$ cat config.mk
export PLATFORM = sky130hd
export DESIGN_NAME = c3rb_queue
export DESIGN_NICKNAME = d
export VERILOG_FILES = /design/src/rtl/c3rb_pkg.sv /design/src/rtl/c3rb_queue.sv
export SDC_FILE = /design/constraint.sdc
export NUM_CORES = 1
export LEC_CHECK = 0
export BUFFER_PORTS_ARGS = -buffer_cell sky130_fd_sc_hd__buf_2
export CORE_ASPECT_RATIO = 0.6
export CORE_MARGIN = 4
export CORE_UTILIZATION = 59
export DETAILED_ROUTE_END_ITERATION = 6
export GPL_TIMING_DRIVEN = 0
export PLACE_DENSITY = 0.82
export SLEW_MARGIN = 20
export SYNTH_ARGS = -nofsm -noshare
export SYNTH_HDL_FRONTEND = slang
export SYNTH_SLANG_ARGS = --single-unit
$ cat constraint.sdc
create_clock -name clk -period 3.6 [get_ports clk]
set_clock_uncertainty 0.2 [all_clocks]
set_input_delay 0.18 -clock clk [delete_from_list [all_inputs] [get_ports clk]]
set_output_delay 0.18 -clock clk [all_outputs]
set_load 0.005 [all_outputs]
$ cat src/rtl/c3rb_pkg.sv
// ----------------------------------------------------------------------------
// c3rb_pkg
// shared constants, register codes and types for the 3x3 border-replicating
// convolution
// ----------------------------------------------------------------------------
package c3rb_pkg;

	localparam int MAX_WIDTH_DEF  = 1024;
	localparam int PIXEL_BITS_DEF = 16;
	localparam int COEF_BITS_DEF  = 16;

	localparam int KREG_W    = 48;
	localparam int FW_W      = 11;
	localparam int FH_W      = 16;
	localparam int ROW_W     = 16;
	localparam int COL_OUT_W = 10;
	localparam int FILT_W    = 36;
	localparam int IDX_W     = 3;
	localparam int QDEPTH    = 4;
	localparam int QPTR_W    = 2;
	localparam int LVL_W     = 3;
	localparam int NJOBS     = 4;

	typedef enum logic [IDX_W-1:0] {
		REG_KTOP    = 3'd0,
		REG_KMID    = 3'd1,
		REG_KBOT    = 3'd2,
		REG_FWIDTH  = 3'd3,
		REG_FHEIGHT = 3'd4
	} reg_idx_t;

	// what the back end has to produce for one pixel
	typedef struct packed {
		logic pass0;    // results for the row above
		logic pass1;    // results for the current row, which is the last one
		logic has_prev; // column to the left is complete
		logic last_col; // current column closes its row
		logic top_up;   // row above has a row above it
		logic top_mid;  // current row has a row above it
	} job_t;

	localparam int JOB_W = $bits(job_t);

	typedef struct packed {
		logic [KREG_W-1:0] top;
		logic [KREG_W-1:0] mid;
		logic [KREG_W-1:0] bot;
	} kernel_t;

endpackage

$ cat src/rtl/c3rb_queue.sv
// ----------------------------------------------------------------------------
// c3rb_queue
// small fifo between front and back, space reserved by the front
// ----------------------------------------------------------------------------
module c3rb_queue #(
	parameter int DATA_W = 8
) (
	input  logic                     clk,
	input  logic                     arst_n,
	input  logic                     push,
	input  logic [DATA_W-1:0]        push_data,
	input  logic                     pop,
	output logic                     head_valid,
	output logic [DATA_W-1:0]        head_data,
	output logic [c3rb_pkg::LVL_W-1:0] level
);
	import c3rb_pkg::*;

	logic [DATA_W-1:0] mem_q [QDEPTH];
	logic [QPTR_W-1:0] wr_ptr_q;
	logic [QPTR_W-1:0] rd_ptr_q;
	logic [LVL_W-1:0]  level_q;
	logic              do_pop;

	assign head_valid = level_q != '0;
	assign head_data  = mem_q[rd_ptr_q];
	assign level      = level_q;
	assign do_pop     = pop && head_valid;

	always_ff @(posedge clk) begin
		if (push) begin
			mem_q[wr_ptr_q] <= push_data;
		end
	end

	always_ff @(posedge clk or negedge arst_n) begin
		if (!arst_n) begin
			wr_ptr_q <= '0;
			rd_ptr_q <= '0;
			level_q  <= '0;
		end else begin
			if (push) begin
				wr_ptr_q <= wr_ptr_q + QPTR_W'(1);
			end
			if (do_pop) begin
				rd_ptr_q <= rd_ptr_q + QPTR_W'(1);
			end
			if (push && !do_pop) begin
				level_q <= level_q + LVL_W'(1);
			end else if (!push && do_pop) begin
				level_q <= level_q - LVL_W'(1);
			end
		end
	end
endmodule

==> results.md <==
| Metric | This run | Unit |
|:---|:---|:---|
| DRC errors left | 0 | - |
| Multiplexer area fraction after synthesis | 0.1227 | - |
| Syn_area_per_cell | 20.80 | um^2 |
| Status | finished clean | - |
| Yosys Warn Count | 0 | - |
| Number of violations of the max-capacitance limit | 0 | - |
| Via count of the first global-routing pass | 824 | - |
| Number of buffers inserted for hold repair after clock tree synthesis | 11 | - |
| Classification of the worst-slack hold path | primary input to asynchronous set/reset pin | - |
| Cell repeated most along the worst path | sky130_fd_sc_hd__xor2_1 | - |
| Sequential fraction of the synthesis area | 0.7281 | - |
| Latest clock arrival within the worst-skew pair | 0.28 | ns |
| Area after DPL | 1715 | um^2 |
| Core Rows | 14 | - |
| Via count normalized by instance count | 5.228 | - |
| Share of the core filled with cells in the final layout | 0.7634 | - |
| Area fraction of the dominant cell type after synthesis | 0.6159 | - |
| Cell family with most CP delay | simple AND/OR/NAND/NOR gates | - |
| Total wire length | 2.544 | mm |
| Cell with the most instances after synthesis | sky130_fd_sc_hd__edfxtp_1 | - |
| Post-Syn Nets | 93 | - |
| Count of flip-flops with a built-in enable after synthesis | 32 | - |
| Required arrival time at the worst endpoint | 3.61 | ns |
| Synth Area in Adders | 0.05293 | - |
| Bufs and invs on worst path | 1 | - |
| Hold violation count in the final report | 0 | - |
| Cell at the root of the clock tree | sky130_fd_sc_hd__clkbuf_8 | - |
| Initial antenna violation count | 0 | - |
| Post-DR wirelength/cell | 17.07 | um |
| Die area | 3558 | um^2 |
| Number of instances resized during post-cts repair | 0 | - |
| Maximum resistive drop on vdd | 0.5163 | mV |
| Total vias in the final route | 779 | - |
| Initial DRT Pass Iterations | 4 | - |
| Total CTS buffers | 5 | - |
| Xor-xnor portion of the synthesized cell area | 0.03368 | - |
| Area of the core | 2522 | um^2 |
| Synth-to-layout area growth | 23.42 | % |
| Async SR Flop Fraction | 0.1795 | - |
| Maximum level of the CTS H-tree | 2 | - |
| Finished Cell Area | 1926 | um^2 |
| Startpoint type of the worst setup path | flip-flop | - |
| Buffer levels on the longest clock path | 2 | - |
| Worst path cell trace | or3_4 -> nand2_4 -> ha_1 -> inv_1 -> fa_1 -> xor2_1 -> nor2_1 -> xor2_1 | - |
| HPWL after detailed placement | 1.725 | mm |
| Number of antenna-violating nets in the routed design | 0 | - |
| Area leader, netlist | sky130_fd_sc_hd__edfxtp_1 | - |
| Static Leak | 0.7358 | nW |
| Signal arrival time at the worst endpoint | 2.29 | ns |
| Category of the most critical setup path | flip-flop to flip-flop | - |
| Pwr dens | 745.4 | nW/um^2 |
| Buffers added on ports | 23 | - |
| Combinational family with the most area after synthesis | multiplexers | - |
| Largest net degree at the start of global routing | 12 | - |
| Global route overflow | 0 | - |
| Wire length of the first global-routing pass | 4.133 | mm |
| Worst-margin pin slew | 0.4523 | ns |
| Syn Std Cell Area | 1560 | um^2 |
| Setup Buffers After CTS | 0 | - |
| Register bit total from synthesis | 39 | - |
| Synthesized netlist cell count | 75 | - |
| Initial core utilization | 0.6186 | - |
| Global Route Usage Sum | 0.1701 | - |
| Antenna diode instance count | 0 | - |
| Ratio of final minimum period to clock period | 0.6321 | - |
| Post-layout minimum cycle time | 2.276 | ns |
| Maximum operating frequency | 0.4394 | GHz |
| TritonCTS clock tree | yes | - |
| Post-layout net count | 134 | - |
| Worst hold slack | 0.05755 | ns |
| Kind of end point of the critical path | flip-flop | - |
| Number of max-slew violations in the final report | 0 | - |
| Total Negative Setup Slacks | 0 | ns |
| Maximum single-stage delay on the critical path | 0.45 | ns |
| Clock slew at reported path FFs | 0.07 | ns |
| Crit path max-delay cell type | sky130_fd_sc_hd__dfrtp_1 | - |
| Die Height | 47.84 | um |
| Count of different cell masters after synthesis | 18 | - |
| Count of placed standard cells including taps | 130 | - |
| Number of primary I/O pins | 24 | - |
| Main area contributors after synthesis | sky130_fd_sc_hd__edfxtp_1 62%, sky130_fd_sc_hd__mux4_2 12%, sky130_fd_sc_hd__dfrtp_1 11% | - |
| Final number of setup-violating endpoints | 0 | - |
| First DRT Iteration DRCs | 72 | - |
| Proportion of layout cells with a drive suffix above 1 | 0.3761 | - |
| Primary flip-flop cell chosen by synthesis mapping | sky130_fd_sc_hd__edfxtp_1 | - |
| Routability-driven placement congestion ratio | 0.6592 | - |
| Maximum fanout along the worst path | 4 | - |
| Die Wd | 74.39 | um |
| Complex-gate fraction of the synthesized area | 0.003208 | - |
| Max transition margin | 0.6985 | - |
| Clk sinks | 39 | - |
| Non-filler instance count after layout | 149 | - |
| Synth cell count leaders | 32 x sky130_fd_sc_hd__edfxtp_1, 8 x sky130_fd_sc_hd__mux4_2, 7 x sky130_fd_sc_hd__dfrtp_1 | - |
| Area share of and/or/nand/nor cells after synthesis | 0.04170 | - |
| Setup repair after global routing missed its margin | no | - |
==> worst paths after layout <==
path                       startpoint          end  slack [ns]  depth (start not counted)
max reg2reg                  level[0]     level[2]        1.32                          8
min                            arst_n  wr_ptr_q[0]        0.06                          2
min in group clk             level[2]     level[2]        0.30                          1
min reg2reg                  level[2]     level[2]        0.30                          1
max                          level[0]     level[2]        1.32                          8
max in group asynchronous      arst_n     level[1]        2.98                          2
==> routing by layer <==
layer,share of wire,GRT usage,vias up
met2,0.49,0.2792,22
met1,0.45,0.2311,386
met4,0.0079,0.04255,0
met5,0,0,-
met3,0.053,0.05031,2
li1,-,-,369
==> cell families after synthesis <==
kind of cell             Yosys count
adder cells (fa/ha/maj)            6
XOR/XNOR                           6
multiplexers                       9
flip-flops                        39
buffers and inverters              5
AO/OA/AOI/OAI                      1
AND/OR/NAND/NOR                    9
==> layout by cell type, fill, tap and decap left out, drive strengths merged, types with 4 or more instances in the layout <==
master        n
dfrtp         7
buf          24
and2          4
mux4          8
clkbuf        9
edfxtp       32
ha            5
dlygate4sd3  11
==> where the power goes <==
group	total, mW	internal (mW)	switching [mW]
Combinational	0.461	0.244	0.217
Sequential	0.662	0.607	0.0556
Clock	0.312	0.175	0.138
==> cell type report <==
class	count	area [um^2]
sequential	39	1136
fill	150	596.8
multi-input combinational	31	396.6
timing repair buffer	34	225.2
clock buffer	8	100.1
tap	32	40.04
buffer	2	16.27
inverter	3	11.26
==> state kept, by name, indices dropped and copies added (netlist names) <==
signal	count
level	3
mem_q	32
rd_ptr_q	2
wr_ptr_q	2
==> stage by stage <==
| step | power (mW) | setup slack, ns |
|---|---|---|
| 6_report | 1.435 | 1.324 |
| 5_1_grt | 1.524 | 1.224 |
| 4_1_cts | 1.458 | 1.302 |
| 3_5_place_dp | 1.134 | 1.321 |
| 3_3_place_gp | 1.104 | 1.381 |
| 2_1_floorplan | 0.9638 | 1.426 |
Note: power is estimated with default switching activity, not from simulation.
